[src/rtl/ils_pkg.sv]
`default_nettype none
// ----------------------------------------------------------------------------
// ils_pkg
// shared types and constants of the indexed list store
// ----------------------------------------------------------------------------
package ils_pkg;

    localparam int CAPACITY  = 64;
    localparam int WORD_BITS = 32;
    localparam int ADDR_W    = $clog2(CAPACITY);
    localparam int CNT_W     = 7;

    localparam logic [CNT_W-1:0] CAP_COUNT = CNT_W'(CAPACITY);

    localparam logic [2:0] MODE_APPEND = 3'd0;
    localparam logic [2:0] MODE_INSERT = 3'd1;
    localparam logic [2:0] MODE_SET    = 3'd2;
    localparam logic [2:0] MODE_GET    = 3'd3;
    localparam logic [2:0] MODE_REMOVE = 3'd4;
    localparam logic [2:0] MODE_CLEAR  = 3'd5;

    localparam logic [1:0] ST_OK    = 2'd0;
    localparam logic [1:0] ST_RANGE = 2'd1;
    localparam logic [1:0] ST_FULL  = 2'd2;

    typedef struct packed {
        logic [2:0]           mode;
        logic [6:0]           position;
        logic [WORD_BITS-1:0] word_in;
    } req_item_t;

    typedef struct packed {
        logic [WORD_BITS-1:0] word_out;
        logic [1:0]           status;
        logic [CNT_W-1:0]     length;
        logic                 is_empty;
    } rsp_item_t;

    typedef struct packed {
        logic capture;
        logic init;
        logic wr_word_pos;
        logic wr_word_cnt;
        logic wr_rdata_idx;
        logic rd_pos;
        logic rd_idx_dec;
        logic rd_idx_inc;
        logic idx_dec;
        logic idx_inc;
        logic cap_result;
        logic cnt_inc;
        logic cnt_dec;
        logic cnt_clear;
        logic load_out;
    } ils_cmd_t;

    typedef struct packed {
        logic [2:0] mode;
        logic       error;
        logic       idx_at_pos;
        logic       idx_last;
    } ils_stat_t;

endpackage
`default_nettype wire

[src/rtl/ils_ram.sv]
`default_nettype none
// ----------------------------------------------------------------------------
// ils_ram
// generic single write, single read ram with registered read data
// ----------------------------------------------------------------------------
module ils_ram #(
    parameter int WIDTH = 32,
    parameter int DEPTH = 64
) (
    input  wire logic                     clk,
    input  wire logic                     we,
    input  wire logic [$clog2(DEPTH)-1:0] waddr,
    input  wire logic [WIDTH-1:0]         wdata,
    input  wire logic [$clog2(DEPTH)-1:0] raddr,
    output logic      [WIDTH-1:0]         rdata
);

    logic [WIDTH-1:0] mem [DEPTH];

    always_ff @(posedge clk)
    begin
        if (we)
        begin
            mem[waddr] <= wdata;
        end
        rdata <= mem[raddr];
    end

endmodule
`default_nettype wire

[src/rtl/ils_ctrl.sv]
`default_nettype none
// ----------------------------------------------------------------------------
// ils_ctrl
// sequencer for the list operations and the handshakes of both channels
// ----------------------------------------------------------------------------
module ils_ctrl (
    input  wire logic              clk,
    input  wire logic              rst_n,
    input  wire logic              req_valid,
    output logic                   req_stall,
    output logic                   rsp_valid,
    input  wire logic              rsp_stall,
    input  wire ils_pkg::ils_stat_t stat,
    output ils_pkg::ils_cmd_t      cmd
);

    typedef enum logic [8:0] {
        S_IDLE     = 9'b000000001,
        S_EXEC     = 9'b000000010,
        S_GET_WAIT = 9'b000000100,
        S_INS_RD   = 9'b000001000,
        S_INS_WR   = 9'b000010000,
        S_REM_CAP  = 9'b000100000,
        S_REM_RD   = 9'b001000000,
        S_REM_WR   = 9'b010000000,
        S_FINISH   = 9'b100000000
    } state_t;

    state_t state_reg, state_next;
    logic   rsp_valid_reg, rsp_valid_next;

    always_comb
    begin
        state_next = state_reg;
        cmd        = '0;
        case (state_reg)
            S_IDLE:
            begin
                if (req_valid)
                begin
                    cmd.capture = 1'b1;
                    state_next  = S_EXEC;
                end
            end
            S_EXEC:
            begin
                cmd.init   = 1'b1;
                state_next = S_FINISH;
                if (!stat.error)
                begin
                    case (stat.mode)
                        ils_pkg::MODE_APPEND:
                        begin
                            cmd.wr_word_cnt = 1'b1;
                            cmd.cnt_inc     = 1'b1;
                        end
                        ils_pkg::MODE_INSERT: state_next = S_INS_RD;
                        ils_pkg::MODE_SET:    cmd.wr_word_pos = 1'b1;
                        ils_pkg::MODE_GET:
                        begin
                            cmd.rd_pos = 1'b1;
                            state_next = S_GET_WAIT;
                        end
                        ils_pkg::MODE_REMOVE:
                        begin
                            cmd.rd_pos = 1'b1;
                            state_next = S_REM_CAP;
                        end
                        ils_pkg::MODE_CLEAR:  cmd.cnt_clear = 1'b1;
                        default:              state_next = S_FINISH;
                    endcase
                end
            end
            S_GET_WAIT:
            begin
                cmd.cap_result = 1'b1;
                state_next     = S_FINISH;
            end
            S_INS_RD:
            begin
                if (stat.idx_at_pos)
                begin
                    cmd.wr_word_pos = 1'b1;
                    cmd.cnt_inc     = 1'b1;
                    state_next      = S_FINISH;
                end
                else
                begin
                    cmd.rd_idx_dec = 1'b1;
                    state_next     = S_INS_WR;
                end
            end
            S_INS_WR:
            begin
                cmd.wr_rdata_idx = 1'b1;
                cmd.idx_dec      = 1'b1;
                state_next       = S_INS_RD;
            end
            S_REM_CAP:
            begin
                cmd.cap_result = 1'b1;
                state_next     = S_REM_RD;
            end
            S_REM_RD:
            begin
                if (stat.idx_last)
                begin
                    cmd.cnt_dec = 1'b1;
                    state_next  = S_FINISH;
                end
                else
                begin
                    cmd.rd_idx_inc = 1'b1;
                    state_next     = S_REM_WR;
                end
            end
            S_REM_WR:
            begin
                cmd.wr_rdata_idx = 1'b1;
                cmd.idx_inc      = 1'b1;
                state_next       = S_REM_RD;
            end
            S_FINISH:
            begin
                if (!rsp_valid_reg || !rsp_stall)
                begin
                    cmd.load_out = 1'b1;
                    state_next   = S_IDLE;
                end
            end
            default: state_next = S_IDLE;
        endcase
    end

    always_comb
    begin
        rsp_valid_next = rsp_valid_reg;
        if (cmd.load_out)
        begin
            rsp_valid_next = 1'b1;
        end
        else if (!rsp_stall)
        begin
            rsp_valid_next = 1'b0;
        end
    end

    always_ff @(posedge clk or negedge rst_n)
    begin
        if (!rst_n)
        begin
            state_reg     <= S_IDLE;
            rsp_valid_reg <= 1'b0;
        end
        else
        begin
            state_reg     <= state_next;
            rsp_valid_reg <= rsp_valid_next;
        end
    end

    assign req_stall = (state_reg != S_IDLE);
    assign rsp_valid = rsp_valid_reg;

endmodule
`default_nettype wire

[src/rtl/ils_datapath.sv]
`default_nettype none
// ----------------------------------------------------------------------------
// ils_datapath
// item registers, element count, shift index, result registers and store
// ----------------------------------------------------------------------------
module ils_datapath (
    input  wire logic               clk,
    input  wire logic               rst_n,
    input  wire ils_pkg::req_item_t req,
    output ils_pkg::rsp_item_t      rsp,
    input  wire ils_pkg::ils_cmd_t  cmd,
    output ils_pkg::ils_stat_t      stat
);

    localparam int AW = ils_pkg::ADDR_W;
    localparam int CW = ils_pkg::CNT_W;
    localparam int WB = ils_pkg::WORD_BITS;

    logic [2:0]    mode_reg;
    logic [6:0]    pos_reg;
    logic [WB-1:0] word_reg;
    logic [CW-1:0] count_reg, count_next;
    logic [CW-1:0] idx_reg, idx_next;
    logic [1:0]    status_reg;
    logic [WB-1:0] result_reg;
    ils_pkg::rsp_item_t rsp_reg;

    logic          range_err;
    logic          full_err;
    logic [1:0]    status_code;
    logic [CW-1:0] idx_dec;
    logic [CW-1:0] idx_inc;
    logic [CW:0]   idx_inc_wide;

    logic          ram_we;
    logic [AW-1:0] ram_waddr;
    logic [WB-1:0] ram_wdata;
    logic [AW-1:0] ram_raddr;
    logic [WB-1:0] ram_rdata;

    always_comb
    begin
        range_err = 1'b0;
        full_err  = 1'b0;
        case (mode_reg)
            ils_pkg::MODE_APPEND: full_err = (count_reg >= ils_pkg::CAP_COUNT);
            ils_pkg::MODE_INSERT:
            begin
                range_err = (pos_reg > count_reg);
                full_err  = !range_err && (count_reg >= ils_pkg::CAP_COUNT);
            end
            ils_pkg::MODE_SET,
            ils_pkg::MODE_GET,
            ils_pkg::MODE_REMOVE: range_err = (pos_reg >= count_reg);
            default:
            begin
                range_err = 1'b0;
                full_err  = 1'b0;
            end
        endcase
        if (range_err)
        begin
            status_code = ils_pkg::ST_RANGE;
        end
        else if (full_err)
        begin
            status_code = ils_pkg::ST_FULL;
        end
        else
        begin
            status_code = ils_pkg::ST_OK;
        end
    end

    assign idx_dec      = idx_reg - CW'(1);
    assign idx_inc      = idx_reg + CW'(1);
    assign idx_inc_wide = {1'b0, idx_reg} + (CW+1)'(1);

    assign stat.mode       = mode_reg;
    assign stat.error      = range_err || full_err;
    assign stat.idx_at_pos = (idx_reg == pos_reg);
    assign stat.idx_last   = (idx_inc_wide >= {1'b0, count_reg});

    // store port selection
    always_comb
    begin
        ram_we    = cmd.wr_word_pos || cmd.wr_word_cnt || cmd.wr_rdata_idx;
        ram_wdata = cmd.wr_rdata_idx ? ram_rdata : word_reg;
        if (cmd.wr_word_pos)
        begin
            ram_waddr = pos_reg[AW-1:0];
        end
        else if (cmd.wr_word_cnt)
        begin
            ram_waddr = count_reg[AW-1:0];
        end
        else
        begin
            ram_waddr = idx_reg[AW-1:0];
        end
        if (cmd.rd_pos)
        begin
            ram_raddr = pos_reg[AW-1:0];
        end
        else if (cmd.rd_idx_dec)
        begin
            ram_raddr = idx_dec[AW-1:0];
        end
        else if (cmd.rd_idx_inc)
        begin
            ram_raddr = idx_inc[AW-1:0];
        end
        else
        begin
            ram_raddr = idx_reg[AW-1:0];
        end
    end

    always_comb
    begin
        count_next = count_reg;
        if (cmd.cnt_clear)
        begin
            count_next = '0;
        end
        else if (cmd.cnt_inc)
        begin
            count_next = count_reg + CW'(1);
        end
        else if (cmd.cnt_dec)
        begin
            count_next = count_reg - CW'(1);
        end
    end

    always_comb
    begin
        idx_next = idx_reg;
        if (cmd.init)
        begin
            idx_next = (mode_reg == ils_pkg::MODE_INSERT) ? count_reg : pos_reg;
        end
        else if (cmd.idx_dec)
        begin
            idx_next = idx_dec;
        end
        else if (cmd.idx_inc)
        begin
            idx_next = idx_inc;
        end
    end

    always_ff @(posedge clk or negedge rst_n)
    begin
        if (!rst_n)
        begin
            count_reg <= '0;
        end
        else
        begin
            count_reg <= count_next;
        end
    end

    always_ff @(posedge clk)
    begin
        idx_reg <= idx_next;
        if (cmd.capture)
        begin
            mode_reg <= req.mode;
            pos_reg  <= req.position;
            word_reg <= req.word_in;
        end
        if (cmd.init)
        begin
            status_reg <= status_code;
            result_reg <= '0;
        end
        else if (cmd.cap_result)
        begin
            result_reg <= ram_rdata;
        end
        if (cmd.load_out)
        begin
            rsp_reg.word_out <= result_reg;
            rsp_reg.status   <= status_reg;
            rsp_reg.length   <= count_reg;
            rsp_reg.is_empty <= (count_reg == '0);
        end
    end

    assign rsp = rsp_reg;

    ils_ram #(
        .WIDTH (WB),
        .DEPTH (ils_pkg::CAPACITY)
    ) u_store (
        .clk   (clk),
        .we    (ram_we),
        .waddr (ram_waddr),
        .wdata (ram_wdata),
        .raddr (ram_raddr),
        .rdata (ram_rdata)
    );

endmodule
`default_nettype wire

[src/rtl/indexed_list_store_core.sv]
`default_nettype none
// ----------------------------------------------------------------------------
// indexed_list_store_core
// ordered list of words with append, insert, set, get, remove and clear
//
// request beat (req_valid / req_stall) carries mode, position and word_in;
// response beat (rsp_valid / rsp_stall) carries word_out, status, length
// and is_empty, one response per request, in order.
// a request is taken only while the sequencer is idle; req_stall is high
// for the rest of the operation. the list lives in a single write, single
// read ram, so each shifted entry passes through a read state and a write state.
// append, set, clear, unused modes and errors go from exec to finish; get
// adds a wait state; insert and remove loop over the shifted entries, and
// remove first captures the word that it takes out.
// the response turns valid as the sequencer returns to idle, in the same
// cycle that the next request can be taken.
// the response sits in an output register; a stalled response holds and
// the next request is still taken, its result waiting until the register
// frees. reset empties the list at once; the store contents are left as is.
// ----------------------------------------------------------------------------
module indexed_list_store_core (
    input  wire logic               clk,
    input  wire logic               rst_n,
    input  wire logic               req_valid,
    output logic                    req_stall,
    input  wire ils_pkg::req_item_t req,
    output logic                    rsp_valid,
    input  wire logic               rsp_stall,
    output ils_pkg::rsp_item_t      rsp
);

    ils_pkg::ils_cmd_t  cmd;
    ils_pkg::ils_stat_t stat;

    ils_ctrl u_ctrl (
        .clk       (clk),
        .rst_n     (rst_n),
        .req_valid (req_valid),
        .req_stall (req_stall),
        .rsp_valid (rsp_valid),
        .rsp_stall (rsp_stall),
        .stat      (stat),
        .cmd       (cmd)
    );

    ils_datapath u_datapath (
        .clk   (clk),
        .rst_n (rst_n),
        .req   (req),
        .rsp   (rsp),
        .cmd   (cmd),
        .stat  (stat)
    );

endmodule
`default_nettype wire

[config.mk]
export PLATFORM = sky130hd
export DESIGN_NAME = indexed_list_store_core
export DESIGN_NICKNAME = d
export VERILOG_FILES = /design/src/rtl/ils_pkg.sv /design/src/rtl/ils_ram.sv /design/src/rtl/ils_ctrl.sv /design/src/rtl/ils_datapath.sv /design/src/rtl/indexed_list_store_core.sv
export SDC_FILE = /design/constraint.sdc
export NUM_CORES = 2
export LEC_CHECK = 0
export BUFFER_PORTS_ARGS = -buffer_cell sky130_fd_sc_hd__clkbuf_2
export CORE_UTILIZATION = 63
export CTS_BUF_LIST = sky130_fd_sc_hd__clkbuf_16
export DETAILED_ROUTE_END_ITERATION = 10
export PLACE_DENSITY = 0.79
export SYNTH_ARGS = -nofsm -noshare
export SYNTH_HDL_FRONTEND = slang
export SYNTH_SLANG_ARGS = --single-unit
[constraint.sdc]
create_clock -name clk -period 7 [get_ports clk]
set_clock_uncertainty 0.1 [all_clocks]
set_input_delay 0.35 -clock clk [delete_from_list [all_inputs] [get_ports clk]]
set_output_delay 0.35 -clock clk [all_outputs]
set_load 0.005 [all_outputs]
==> metrics.txt <==
outcome=finished, violations left; failing checks=capacitance limit, slew limit; Root Buffer=clkbuf_16; CTS tree=done; Worst setup startpoint=u_datapath.idx_reg[2]$_DFFE_PP_; post-synthesis instance total=6061; Final Util=0.7154; IO buf count=89; Max IR drop VDD=316.8 uV; fin. max-slew vios=3; FF+latch area=66000 sq um; max reg flops=2048; GR Layer Usage met1=0.4726; GRT overflow=0; Die ar.=140800 sq um; register area share after synthesis=0.7519; hpwl dp=143300 um; met2 usage=0.5305; Syn Area/Cell=14.48 sq um; die height=375.3 um; GR peak layer=met2; number of synthesized flops with an enable pin=2141; global-route wire length before repair=359600 um; CP Max Fanout=20; Leak Pwr=34.03 nW; setup_tns=0 ps; CTS max path bufs=3; I/O Pins=90; htree depth=4; Synth top area share=0.7325; clock share of power=0.325; Via density=6.866; Worst EP arrival=7480 ps; Synth Register Bits=2222; Nets=6347; RSZ-0062 raised after global routing=false; crit path time final=6830 ps; first-pass iteration count of the detailed router=8; largest net degree at the start of global routing=158; grt met3 use=0.1083; WL/cell=30.41 um; Top FF cell, synth=edfxtp_1; Worst-Skew Late Latency=860 ps; DR DRC count=0; Slew HR=-0.03818; Final ANT Viol Nets=0; MaxCap Viol Count=3; Max Freq=146.4 MHz; total track usage=0.3543; setup slack, reg-to-reg=170 ps; Starting Density=0.6368; Min-Delay Path Class=in -> reg; die width=375.3 um; endpoints failing setup=0; R2R Path Start=u_datapath.idx_reg[2]$_DFFE_PP_; Synth area leaders=edfxtp_1 (73%), nand2_1 (5.1%), mux2i_1 (3.9%); sw power=9.884 mW; Fill cells=8254; worst setup path end=u_datapath.u_store.rdata[18]$_DFF_P_; measured slew at the worst slew-check pin=1545 ps; Final Hold Vio Count=0; post-synthesis cell area=87770 sq um; Int Power=23.09 mW; part of the cycle the worst path needs=0.9758; Num CTS Buffers=208; Worst Reg-to-Reg Cells=16; post-synth cell types=80; CP endpoint kind=register; layout cell share with drive strength beyond 1=0.1197; Post CTS Setup Buffer Count=0; Synth Net Count=6131; Startpoint Class=register; CTS Sinks=2222; Sw Share=0.2998; WL final=251200 um; top-count cell post-synth=edfxtp_1; vias in the first global route=54370; drt first-iter violations=9683; PD cells=334.4 nW/um^2; Crit Path Class=reg -> reg; Area Growth Syn to Fin=12.34%; row cnt=136; core footprint=137800 sq um; r2r endpoint=u_datapath.u_store.rdata[18]$_DFF_P_; Post-synth top cells=edfxtp_1 (2141), nand2_1 (1195), nand3_1 (436); biggest area consumer among synthesized cells=edfxtp_1; asr flop ratio synth=0.007651; Clock transition at path regs=60 ps; Critical Path RT=7650 ps; antenna violations before repair=13; Comb pwr share=0.189; YS warnings=0; global placement routability congestion=1.001; sequential power share=0.486; multi-input logic area=20650 sq um; via count=56710
cell usage in the layout, fill, tap and decap left out, drive strengths merged, types with 100 or more instances in the layout:
cell type  netlist  final
clkinv           1    101
edfxtp        2141   2141
buf            220    250
mux2i          339    339
a31oi          138    138
clkbuf         160    299
nor2           215    215
nand2         1198   1198
and3           143    143
a32oi          100    100
a211oi         196    196
a21oi          125    125
nand3          437    437
power by group through the flow:
stage          Clock, mW  Sequential, mW  Combinational, mW
2_1_floorplan          0            15.9               3.52
3_5_place_dp           0            16.2               5.92
5_1_grt             11.2            16.0               6.47
4_1_cts             10.7            16.0               5.99
3_3_place_gp           0            16.2               5.78
6_report            10.7            16.0               6.22
critical path: stages, from the launching register on:
cell       delay (ps)
edfxtp_1          600
and3_1            310
and3_1            270
xor2_1            200
ha_1              270
a21o_1            180
a21o_1            200
a2111oi_0         470
o21ai_0           150
nand3_1           270
nand2_1           490
nand2_2           620
buf_4             430
a311oi_1           90
nor4_1           1250
o211ai_1          540
a21o_1            290
metrics by stage:
stage | std cells | setup slack [ps] | hold WS [ps] | total power [mW] | cell area, sq um
floorplan | 6061 | 2085 | -45.59 | 19.42 | 87770
global placement | 7812 | 546.1 | 225.2 | 22.02 | 91630
detailed placement | 7814 | 604.5 | 229.1 | 22.17 | 91650
CTS | 8251 | 587.9 | 64.23 | 32.69 | 98580
global route | 8251 | 51.16 | 87.99 | 33.72 | 98580
finish | 8259 | 169.6 | 103.5 | 32.97 | 98600
kinds of logic after synthesis:
logic type,share of synthesized area
flip-flops,0.7519
AO/OA/AOI/OAI,0.07222
AND/OR/NAND/NOR,0.1060
buffers and inverters,0.02060
adder cells (fa/ha/maj),0.003507
XOR/XNOR,0.002195
multiplexers,0.04353
what timing repair did:
action,CTS,global route
hold endpoints to repair,72,0
resized for setup,0,0
hold buffers,47,0
metal layers:
metal  vias up  share of wire
li1      23630              -
met1     27670           0.35
met2      4675           0.45
met3       716           0.15
met4        18          0.056
met5         -        0.00044
final cells by class:
cell class | count | share of cell area
Antenna cell | 8 | 0.0002030
Clock buffer | 210 | 0.05329
Clock inverter | 180 | 0.01218
Inverter | 23 | 0.0008755
Multi-Input combinational cell | 3436 | 0.2094
Sequential cell | 2222 | 0.6693
Tap cell | 1794 | 0.02276
Timing Repair Buffer | 386 | 0.03195
how the worst min path moves through the flow:
stage | start | endpoint | slack, ps | cells past startpoint
CTS | req[16] | u_datapath.word_reg[16]$_DFFE_PP_ | 60 | 2
detailed placement | rst_n | u_datapath.count_reg[2]$_DFFE_PN0P_ | 230 | 1
global route | req[15] | u_datapath.word_reg[15]$_DFFE_PP_ | 90 | 2
global placement | rst_n | u_datapath.count_reg[3]$_DFFE_PN0P_ | 230 | 1
floorplan | rst_n | u_ctrl.rsp_valid$_DFFE_PN0P_ | -50 | 0
finish | req[15] | u_datapath.word_reg[15]$_DFFE_PP_ | 100 | 2
Note: power is estimated with default switching activity, not from simulation.
